===== src/hw/rtl/sbmq_pkg.sv =====
// Shared constants and request/status codes for the shared-buffer multi-queue.
`timescale 1ns / 1ps

package sbmq_pkg;

	localparam int DATA_W     = 32;
	localparam int QNUM_W     = 2;
	localparam int IN_TDATA_W = 40;

	localparam logic REQ_ENQ = 1'b0;
	localparam logic REQ_DEQ = 1'b1;

	localparam logic [1:0] ST_OK        = 2'd0;
	localparam logic [1:0] ST_OVERFLOW  = 2'd1;
	localparam logic [1:0] ST_UNDERFLOW = 2'd2;

endpackage


===== src/hw/rtl/shared_buffer_multi_queue_core.sv =====
// Top level of the shared-buffer multi-queue: request control, free list and result register.
`timescale 1ns / 1ps

// Channel   Direction  Fields (tdata low bit up)                 tuser
// s_axis    in         queue_num[1:0], data_in[33:2], pad to 40   req_type (0 enq, 1 deq)
// m_axis    out        data_out[31:0]                            status (0 ok, 1 ovf, 2 udf)
//
// An enqueue, or a request that is refused, loads its result after the queue table read,
// and a dequeue that finds data loads it after a further read: the queue table memory is
// read first, and such a dequeue then reads the slot memory at the head slot it got, each
// read being registered. Requests are worked one at a time; s_axis_tready is high only
// while no request is in progress, so a new request is taken only once the last one has
// loaded its result.
// The result register lets a new request in while a result waits.
// Reset needs no clearing pass: slots never handed out are tracked by a fill mark.
// A stalled m_axis holds the finishing request, and no state changes until it goes.

module shared_buffer_multi_queue_core
	import sbmq_pkg::*;
#(
	parameter int NUM_QUEUES  = 4,
	parameter int STORE_DEPTH = 16
) (
	input  logic                  clk,
	input  logic                  arst_n,
	input  logic                  s_axis_tvalid,
	output logic                  s_axis_tready,
	input  logic [IN_TDATA_W-1:0] s_axis_tdata,  // queue_num[1:0], data_in[33:2], zero pad
	input  logic                  s_axis_tuser,  // req_type
	output logic                  m_axis_tvalid,
	input  logic                  m_axis_tready,
	output logic [DATA_W-1:0]     m_axis_tdata,  // data_out[31:0]
	output logic [1:0]            m_axis_tuser   // status[1:0]
);

	localparam int SW = (STORE_DEPTH > 1) ? $clog2(STORE_DEPTH) : 1;
	localparam int QW = (NUM_QUEUES > 1) ? $clog2(NUM_QUEUES) : 1;

	localparam logic [1:0] FSM_IDLE = 2'd0;
	localparam logic [1:0] FSM_QRD  = 2'd1;
	localparam logic [1:0] FSM_LRD  = 2'd2;

	logic [1:0] state_q;
	logic [1:0] state_next;

	// Request held while it is worked on.
	logic              req_deq_q;
	logic              req_qvalid_q;
	logic [QW-1:0]     req_idx_q;
	logic [DATA_W-1:0] req_data_q;

	// Free list: head slot, number of free slots, and the fill mark below which
	// slots have been handed out at least once. Slots at or above the mark still
	// chain in order, so their link is their own index plus one.
	logic [SW-1:0] free_head_q;
	logic [SW:0]   free_cnt_q;
	logic [SW:0]   fresh_q;

	logic              out_valid_q;
	logic [DATA_W-1:0] out_data_q;
	logic [1:0]        out_status_q;

	logic [QNUM_W-1:0] in_qnum;
	logic              in_qvalid;
	logic              accept;
	logic              out_free;

	logic              sm_rd_en;
	logic [SW-1:0]     sm_rd_addr;
	logic [DATA_W-1:0] sm_rd_data;
	logic [SW-1:0]     sm_rd_link;
	logic              sm_link_wr_en;
	logic [SW-1:0]     sm_link_wr_addr;

	logic [SW-1:0] qt_rd_head;
	logic [SW-1:0] qt_rd_tail;
	logic          qt_ne;
	logic          qt_wr_en;
	logic [SW-1:0] qt_wr_head;
	logic [SW-1:0] qt_wr_tail;

	logic          fresh_hit;
	logic [SW-1:0] link_next;
	logic          need_lrd;
	logic          enq_commit;
	logic          deq_commit;
	logic          deq_last;
	logic          res_load;
	logic [DATA_W-1:0] res_data;
	logic [1:0]    res_status;

	assign in_qnum   = s_axis_tdata[QNUM_W-1:0];
	assign in_qvalid = ({5'd0, in_qnum} < 7'(NUM_QUEUES));

	assign s_axis_tready = (state_q == FSM_IDLE);
	assign accept        = s_axis_tvalid & s_axis_tready;
	assign out_free      = !out_valid_q | m_axis_tready;

	// Link of the free head: from memory once the slot has been used, else the
	// next slot in index order.
	assign fresh_hit = ({1'b0, free_head_q} >= fresh_q);
	assign link_next = fresh_hit ? (free_head_q + SW'(1)) : sm_rd_link;

	assign need_lrd   = (state_q == FSM_QRD) & req_qvalid_q & (req_deq_q == REQ_DEQ) & qt_ne;
	assign enq_commit = (state_q == FSM_QRD) & req_qvalid_q & (req_deq_q == REQ_ENQ) &
	                    (free_cnt_q != '0) & out_free;
	assign deq_commit = (state_q == FSM_LRD) & out_free;
	assign deq_last   = (qt_rd_head == qt_rd_tail);
	assign res_load   = ((state_q == FSM_QRD) & !need_lrd & out_free) | deq_commit;

	// The enqueue reads the link of the free head right at acceptance; a dequeue
	// reads value and link of its head slot once the queue table has answered.
	assign sm_rd_en   = (accept & (s_axis_tuser == REQ_ENQ)) | need_lrd;
	assign sm_rd_addr = (state_q == FSM_IDLE) ? free_head_q : qt_rd_head;

	// An enqueue links the new slot behind the old tail; a dequeue pushes the
	// head slot onto the free list. Both write the free head as the link.
	assign sm_link_wr_en   = (enq_commit & qt_ne) | deq_commit;
	assign sm_link_wr_addr = deq_commit ? qt_rd_head : qt_rd_tail;

	assign qt_wr_en   = enq_commit | deq_commit;
	assign qt_wr_head = deq_commit ? sm_rd_link : (qt_ne ? qt_rd_head : free_head_q);
	assign qt_wr_tail = deq_commit ? qt_rd_tail : free_head_q;

	always_comb begin
		res_data   = '0;
		res_status = ST_OK;
		if (state_q == FSM_LRD) begin
			res_data = sm_rd_data;
		end else if (!req_qvalid_q) begin
			res_status = (req_deq_q == REQ_DEQ) ? ST_UNDERFLOW : ST_OVERFLOW;
		end else if (req_deq_q == REQ_DEQ) begin
			res_status = ST_UNDERFLOW;
		end else if (free_cnt_q == '0) begin
			res_status = ST_OVERFLOW;
		end
	end

	always_comb begin
		state_next = state_q;
		unique case (state_q)
			FSM_IDLE: begin
				if (accept) begin
					state_next = FSM_QRD;
				end
			end
			FSM_QRD: begin
				if (need_lrd) begin
					state_next = FSM_LRD;
				end else if (out_free) begin
					state_next = FSM_IDLE;
				end
			end
			FSM_LRD: begin
				if (out_free) begin
					state_next = FSM_IDLE;
				end
			end
			default: begin
				state_next = FSM_IDLE;
			end
		endcase
	end

	always_ff @(posedge clk or negedge arst_n) begin
		if (!arst_n) begin
			state_q     <= FSM_IDLE;
			free_head_q <= '0;
			free_cnt_q  <= (SW+1)'(STORE_DEPTH);
			fresh_q     <= '0;
			out_valid_q <= 1'b0;
		end else begin
			state_q <= state_next;
			if (enq_commit) begin
				free_head_q <= link_next;
				free_cnt_q  <= free_cnt_q - 1'b1;
				if (fresh_hit) begin
					fresh_q <= fresh_q + 1'b1;
				end
			end else if (deq_commit) begin
				free_head_q <= qt_rd_head;
				free_cnt_q  <= free_cnt_q + 1'b1;
			end
			if (res_load) begin
				out_valid_q <= 1'b1;
			end else if (m_axis_tready) begin
				out_valid_q <= 1'b0;
			end
		end
	end

	always_ff @(posedge clk) begin
		if (accept) begin
			req_deq_q    <= s_axis_tuser;
			req_qvalid_q <= in_qvalid;
			req_idx_q    <= QW'(in_qnum);
			req_data_q   <= s_axis_tdata[QNUM_W +: DATA_W];
		end
		if (res_load) begin
			out_data_q   <= res_data;
			out_status_q <= res_status;
		end
	end

	assign m_axis_tvalid = out_valid_q;
	assign m_axis_tdata  = out_data_q;
	assign m_axis_tuser  = out_status_q;

	sbmq_slot_mem #(
		.STORE_DEPTH(STORE_DEPTH),
		.SW         (SW)
	) u_slot_mem (
		.clk         (clk),
		.rd_en       (sm_rd_en),
		.rd_addr     (sm_rd_addr),
		.rd_data     (sm_rd_data),
		.rd_link     (sm_rd_link),
		.data_wr_en  (enq_commit),
		.data_wr_addr(free_head_q),
		.data_wr_data(req_data_q),
		.link_wr_en  (sm_link_wr_en),
		.link_wr_addr(sm_link_wr_addr),
		.link_wr_data(free_head_q)
	);

	sbmq_qtab #(
		.NUM_QUEUES(NUM_QUEUES),
		.QW        (QW),
		.SW        (SW)
	) u_qtab (
		.clk    (clk),
		.arst_n (arst_n),
		.rd_en  (accept),
		.rd_addr(QW'(in_qnum)),
		.rd_head(qt_rd_head),
		.rd_tail(qt_rd_tail),
		.ne_addr(req_idx_q),
		.ne     (qt_ne),
		.wr_en  (qt_wr_en),
		.wr_addr(req_idx_q),
		.wr_head(qt_wr_head),
		.wr_tail(qt_wr_tail),
		.ne_set (enq_commit),
		.ne_clr (deq_commit & deq_last)
	);

	// The free count never exceeds the store, and the fill mark never passes it.
	a_free_bound: assert property (@(posedge clk) disable iff (!arst_n)
		(free_cnt_q <= (SW+1)'(STORE_DEPTH)) && (fresh_q <= (SW+1)'(STORE_DEPTH)))
		else $error("free list count or fill mark out of range");

	// A successful enqueue takes exactly one slot off the free list.
	a_enq_cnt: assert property (@(posedge clk) disable iff (!arst_n)
		enq_commit |=> (free_cnt_q == $past(free_cnt_q) - 1'b1))
		else $error("enqueue did not take one free slot");

	// A successful dequeue returns exactly one slot to the free list.
	a_deq_cnt: assert property (@(posedge clk) disable iff (!arst_n)
		deq_commit |=> (free_cnt_q == $past(free_cnt_q) + 1'b1))
		else $error("dequeue did not return one free slot");

	// Overflow is reported only for a full store or a nonexistent queue.
	a_ovf_cause: assert property (@(posedge clk) disable iff (!arst_n)
		(res_load && (res_status == ST_OVERFLOW)) |-> (!req_qvalid_q || (free_cnt_q == '0)))
		else $error("overflow reported with free slots left");

	// The second read phase is entered only for a dequeue from a valid queue.
	a_lrd_deq: assert property (@(posedge clk) disable iff (!arst_n)
		(state_q == FSM_LRD) |-> (req_qvalid_q && (req_deq_q == REQ_DEQ)))
		else $error("head read phase without a valid dequeue");

endmodule


===== src/hw/rtl/sbmq_slot_mem.sv =====
// Slot storage: value memory and next-slot link memory sharing one read address.
`timescale 1ns / 1ps

module sbmq_slot_mem
	import sbmq_pkg::*;
#(
	parameter int STORE_DEPTH = 16,
	parameter int SW          = 4
) (
	input  logic              clk,
	input  logic              rd_en,
	input  logic [SW-1:0]     rd_addr,
	output logic [DATA_W-1:0] rd_data,
	output logic [SW-1:0]     rd_link,
	input  logic              data_wr_en,
	input  logic [SW-1:0]     data_wr_addr,
	input  logic [DATA_W-1:0] data_wr_data,
	input  logic              link_wr_en,
	input  logic [SW-1:0]     link_wr_addr,
	input  logic [SW-1:0]     link_wr_data
);

	logic [DATA_W-1:0] data_mem [STORE_DEPTH];
	logic [SW-1:0]     link_mem [STORE_DEPTH];

	always_ff @(posedge clk) begin
		if (data_wr_en) begin
			data_mem[data_wr_addr] <= data_wr_data;
		end
		if (rd_en) begin
			rd_data <= data_mem[rd_addr];
		end
	end

	always_ff @(posedge clk) begin
		if (link_wr_en) begin
			link_mem[link_wr_addr] <= link_wr_data;
		end
		if (rd_en) begin
			rd_link <= link_mem[rd_addr];
		end
	end

endmodule


===== src/hw/rtl/sbmq_qtab.sv =====
// Per-queue table: head and tail slot memory plus nonempty flags in flip-flops.
`timescale 1ns / 1ps

module sbmq_qtab #(
	parameter int NUM_QUEUES = 4,
	parameter int QW         = 2,
	parameter int SW         = 4
) (
	input  logic          clk,
	input  logic          arst_n,
	input  logic          rd_en,
	input  logic [QW-1:0] rd_addr,
	output logic [SW-1:0] rd_head,
	output logic [SW-1:0] rd_tail,
	input  logic [QW-1:0] ne_addr,
	output logic          ne,
	input  logic          wr_en,
	input  logic [QW-1:0] wr_addr,
	input  logic [SW-1:0] wr_head,
	input  logic [SW-1:0] wr_tail,
	input  logic          ne_set,
	input  logic          ne_clr
);

	logic [SW-1:0]         head_mem [NUM_QUEUES];
	logic [SW-1:0]         tail_mem [NUM_QUEUES];
	logic [NUM_QUEUES-1:0] ne_q;

	always_ff @(posedge clk) begin
		if (wr_en) begin
			head_mem[wr_addr] <= wr_head;
			tail_mem[wr_addr] <= wr_tail;
		end
		if (rd_en) begin
			rd_head <= head_mem[rd_addr];
			rd_tail <= tail_mem[rd_addr];
		end
	end

	// The head and tail of a queue are used only while its flag is set, and the
	// flag is set only together with a write of both, so the memory needs no reset.
	always_ff @(posedge clk or negedge arst_n) begin
		if (!arst_n) begin
			ne_q <= '0;
		end else if (ne_set) begin
			ne_q[wr_addr] <= 1'b1;
		end else if (ne_clr) begin
			ne_q[wr_addr] <= 1'b0;
		end
	end

	assign ne = ne_q[ne_addr];

endmodule

===== config.mk =====
export PLATFORM = sky130hd
export DESIGN_NAME = shared_buffer_multi_queue_core
export DESIGN_NICKNAME = d
export VERILOG_FILES = /design/src/hw/rtl/sbmq_pkg.sv /design/src/hw/rtl/shared_buffer_multi_queue_core.sv /design/src/hw/rtl/sbmq_slot_mem.sv /design/src/hw/rtl/sbmq_qtab.sv
export SDC_FILE = /design/constraint.sdc
export NUM_CORES = 1
export LEC_CHECK = 0
export BUFFER_PORTS_ARGS = -buffer_cell sky130_fd_sc_hd__buf_2
export CORE_MARGIN = 2
export CORE_UTILIZATION = 35
export CTS_CLUSTER_SIZE = 12
export DETAILED_ROUTE_END_ITERATION = 7
export PLACE_DENSITY_LB_ADDON = 0.12
export SYNTH_ARGS = -nofsm -noshare
export SYNTH_HDL_FRONTEND = slang
export SYNTH_SLANG_ARGS = --single-unit

===== constraint.sdc =====
create_clock -name clk -period 4.6 [get_ports clk]
set_input_delay 0.23 -clock clk [delete_from_list [all_inputs] [get_ports clk]]
set_output_delay 0.23 -clock clk [all_outputs]
set_load 0.02 [all_outputs]

# == After elaboration in Yosys (flattened, before gate mapping) ==
# Memory sizes are Yosys's and may differ from the RTL's. A register that Yosys moved wholly into a read port is not among the register bits.
# Index checks and enable logic that the tools add are counted.
# totals
ff_bits,90
latch_bits,0
ram_bits,608
romBits,0
elab_cells,90
memories,4
# classes
n_addsub,4
multipliers,0
n_div,0
n_lt_le_gt_ge,3
eq_ne,4
n_shift,0
n_mux,30
bitwise_logic,22
reduce_logical,11
# memory_table
name,depth,width,rd,rd_clocked_by_memory_dff,write_ports,line,text
u_slot_mem.data_mem,16,32,1,1,1,sbmq_slot_mem.sv:23,logic [DATA_W-1:0] data_mem [STORE_DEPTH];
u_slot_mem.link_mem,16,4,1,1,1,sbmq_slot_mem.sv:24,logic [SW-1:0] link_mem [STORE_DEPTH];
u_qtab.head_mem,4,4,1,1,1,sbmq_qtab.sv:25,logic [SW-1:0] head_mem [NUM_QUEUES];
u_qtab.tail_mem,4,4,1,1,1,sbmq_qtab.sv:26,logic [SW-1:0] tail_mem [NUM_QUEUES];
# op_table
cell,n
$mux 4,10
$and 1x1->1,12
$mux 1,11
$add 5x1->5 const B,2
$mux 5,2
$mux 2,4
$pmux 2 s3,1
$reduce_bool 2->1,3
$ge 4x5->1,1
$logic_not 5->1,1
$or 1x1->1,5
$reduce_bool 5->1,1
$sub 5x1->5 const B,1
$add 4x1->4 const B,1
$and 4x4->4,1
$eq 4x4->1,1
$not 4->4,1
$or 4x4->4,1
$lt 2x3->1 const B,1
$bmux 1 s2,1
$demux 1 s2,1
$eq 2x1->1 const B,1
$eq 2x2->1 const B,1
$ge 2x1->1 const B,1
other kinds (7),9

# == Logic depth before layout (Yosys ltp) ==
# logic_depth
word_depth,8
ltp_mapped,10
depth_no_buf,9

# == By module ==
# From an unflattened synthesis, not the netlist that was laid out.
# hier_totals
cells_unflattened,1289
hier_area_um2,28054.4
# modules_own_cells
module,instances,cells_each,area_per_inst_um2,seq_area_each_um2
sbmq_slot_mem,1,961,22789.4,18377.6
shared_buffer_multi_queue_core,1,259,3641.0,2498.6
sbmq_qtab,1,69,1624.1,1301.2

# == Least setup slack after synthesis ==
# No wires, ideal clock.
# synth_timing
path_type,reg2reg
from,register free_cnt_q[4]
to,memory u_slot_mem.data_mem[0][0] (enable)
setup_ps,461
arrival_ps,3809
t_required_ps,4139
path_slack_ps,330
path_stages_with_launch,8
path_buffers,1
synth_period_minus_slack_ps,4270
cell_sequence,dfstp_2 -> or4_1 -> nor2_1 -> or4_1 -> inv_2 -> buf_2 -> nand2_1 -> nor3_1
# synth_between
elab_chain_cells,5
# synth_rtl
element,line,text
from (decl),shared_buffer_multi_queue_core.sv:56,logic [SW:0] free_cnt_q;
from (signal assigned),shared_buffer_multi_queue_core.sv:169,free_cnt_q <= (SW+1)'(STORE_DEPTH);
from (signal assigned),shared_buffer_multi_queue_core.sv:176,free_cnt_q <= free_cnt_q - 1'b1;
from (signal assigned),shared_buffer_multi_queue_core.sv:182,free_cnt_q <= free_cnt_q + 1'b1;
$reduce_bool 5->1,shared_buffer_multi_queue_core.sv:106,(free_cnt_q != '0) & out_free;
$and 1x1->1,shared_buffer_multi_queue_core.sv:105,assign enq_commit = (state_q == FSM_QRD) & req_qvalid_q & (req_deq_q == REQ_ENQ) &
$and 1x1->1,shared_buffer_multi_queue_core.sv:106,
$mux 1,sbmq_slot_mem.sv:27,if (data_wr_en) begin
$mux 1 (not written as such),sbmq_slot_mem.sv:28,data_mem[data_wr_addr] <= data_wr_data;
to (decl),sbmq_slot_mem.sv:23,
# No other way between the ends.

# == Worst setup path in the final report ==
# layout_timing
from,register free_cnt_q[4]
to,memory u_slot_mem.data_mem[9][14] (enable)
# Same word-level chain as after synthesis.

==> run summary <==
RSZ-0062 raised after global routing = no
Fin Clk Skew = 0.01580 ns
Top cells by count, synth = edfxtp_1, nor2_1, nand2_1, mux2i_1, o21ai_0
TNS Setup = 0 ns
Worst Path Required = 4.91 ns
Cell Count, Final, Fillers Out = 3135
DRC violations left = 0
PwrDens = 614.5 nW/um^2
Gate Count Post-Synth = 1858
WL final = 70310 um
Fin nets = 2059
Type of the worst min-delay path = input pin to flip-flop
Core box area = 81850 um^2
Min Tclk post-route = 3.413 ns
M2 GR Usage = 26.63%
Drt first-iter violations = 1217
WL per Instance = 22.43 um
Util after Layout = 41.14%
Register area share after synthesis = 76.90%
CP Class = flip-flop to flip-flop
Yosys reg bits = 742
Rows = 105
Main synth FF type = edfxtp_1
Worst path arrival time = 3.72 ns
Largest net degree at the start of global routing = 145
# hold bufs at CTS = 37
Post-synth top area share = 75.07%
Met3 GRT Util = 2.963%
Mapped cell area = 28840 um^2
Final critical-path share of the clock period = 74.20%
I/O pins = 81
Number of distinct library cells after synthesis = 51
Worst-skew pair later-pin latency = 0.62 ns
I/O Buffers = 74
Ys Warns = 0
Worst setup EP type = flip-flop
Slew Limit Fails = 0
Asr flop ratio synth = 2.830%
Number of global-route vias before repair = 16070
Busiest grt layer = met2
Total global-route track usage = 16.63%
Num Clock Sinks = 742
Die height = 291.1 um
Max cap viols = 0
CP Max Fanout = 17
Total setup buffers inserted after CTS = 0
CTS tree = yes
Max-slew headroom = 28.33%
Detail Placement HPWL = 36590 um
Static leakage power = 11.58 nW
Synth top area cells = edfxtp_1, mux2i_1, nor2_1
Antenna Violating Nets Remaining = 0
Drt pass-1 iters = 5
Final setup viols = 0
Antenna violations before repair = 2
Global-route wire length before repair = 104400 um
Worst slew pin tran = 1.075 ns
Place WS = 1.089 ns
Initial Utilization = 35.24%
Area Growth Syn to Fin = 16.75%
Worst setup SP type = flip-flop
Root buf cell = clkbuf_16
Placed cell count = 2950
Share of layout cells above drive strength 1 = 13.97%
Cell taking the most area after synthesis = edfxtp_1
Htree depth = 3
Clock transition at path regs = 0.06 ns
Setup WS post-layout = 1.187 ns
Hold_ws = 0.03757 ns
Status = finished clean
Post-synth EDFFs = 721
Gr ovfl total = 0
Vias per cell = 5.063
Syn Nets = 1916
Mean post-synth cell area = 15.52 um^2
Worst vdd ir = 421.4 uV
Clock tree buffer depth = 3
FMAX = 293.0 MHz
Die width = 291.1 um
Met1 usage = 23.38%
Final-report hold violation count = 0
Vias post-DR = 15870
Die footprint = 84710 um^2
GP Congestion = 0.7240
Resize count post-CTS = 0
Most common cell in the netlist = edfxtp_1
CTS buffer count = 82
Filler Cells Inserted = 7446
-- worst max-delay path, cell delays in order (launching register included) --
cell	delay, ns
dfstp_2	0.53
or4_1	0.15
nor2_1	0.05
or4_1	0.76
inv_2	0.36
nand2_1	0.28
nor2_4	0.59
buf_4	0.36
-- power by group --
| part | leakage [nW] | internal, mW | switching [mW] | total (mW) |
|---|---|---|---|---|
| clock network | 1.26 | 3.64 | 2.60 | 6.24 |
| logic | 3.55 | 1.84 | 3.72 | 5.57 |
| registers | 6.77 | 8.41 | 0.469 | 8.88 |
| total | 11.6 | 13.9 | 6.80 | 20.7 |
-- cells in the final DEF (no fill, tap or decap), drive strengths merged, types with 34 or more instances in the layout --
| master | n |
|---|---|
| clkbuf | 95 |
| and2 | 34 |
| nand4 | 36 |
| clkinv | 38 |
| dlygate4sd3 | 37 |
| nand2 | 168 |
| o21ai | 163 |
| o22ai | 36 |
| nor2 | 187 |
| buf | 124 |
| o221ai | 36 |
| mux2i | 154 |
| nand3 | 82 |
| edfxtp | 721 |
-- area by class of cell --
cell class | count | area [um^2] | share of cell area (%)
sequential | 742 | 22180 | 65.87
multi-input combinational | 1001 | 6302 | 18.72
inverter | 13 | 48.80 | 0.1449
timing repair buffer | 161 | 1254 | 3.724
antenna | 3 | 7.507 | 0.02230
tap | 1070 | 1339 | 3.976
clock inverter | 50 | 419.2 | 1.245
clock buffer | 95 | 2122 | 6.303
-- cell families (layout without fill, tap and decap cells) --
kind of cell	after synthesis	in the layout	synth area share, %
buffers and inverters	115	319	1.991
xor gates and xnor gates	13	13	0.3948
adders and majority gates	13	13	0.5900
muxes	168	168	6.256
DFF	742	742	76.90
AOI/OAI and AO/OA	266	266	5.562
and+or+nand+nor	541	541	8.304
other	0	3	0
-- layer usage --
metal / vias up / routed length, um
li1: 7356 / -
met1: 8078 / 32580
met2: 332 / 33190
met3: 105 / 3051
met4: 0 / 1491
met5: - / 0
-- worst paths after layout --
check                                start                    endpoint  slack (ns)  cells after the start
max in group asynchronous           arst_n               free_cnt_q[4]        4.13                      2
hold / removal             s_axis_tdata[0]                req_idx_q[0]        0.04                      1
setup reg to reg             free_cnt_q[4]  u_slot_mem.data_mem[9][14]        1.19                      7
hold reg to reg              free_cnt_q[4]               free_cnt_q[4]        0.49                      1
setup / recovery             free_cnt_q[4]  u_slot_mem.data_mem[9][14]        1.19                      7
min in group asynchronous           arst_n  asynchronous set/reset pin        0.12                      2
-- through the flow --
step           total power, mW  area (um^2)
4_1_cts                  21.03        33660
2_1_floorplan            12.56        28840
3_5_place_dp             14.69        30750
6_report                 20.69        33670
5_1_grt                  21.80        33660
3_3_place_gp             14.61        30750
-- sequential cells by signal, summed over array words and instances (netlist names), 5 cells and up, named ones only --
| signal | count |
|---|---|
| free_cnt_q | 5 |
| fresh_q | 5 |
| m_axis_tdata | 32 |
| req_data_q | 32 |
| u_qtab.head_mem | 16 |
| u_qtab.tail_mem | 16 |
| u_slot_mem.data_mem | 512 |
| u_slot_mem.link_mem | 64 |
| u_slot_mem.rd_data | 32 |
Note: power is estimated with default switching activity, not from simulation.
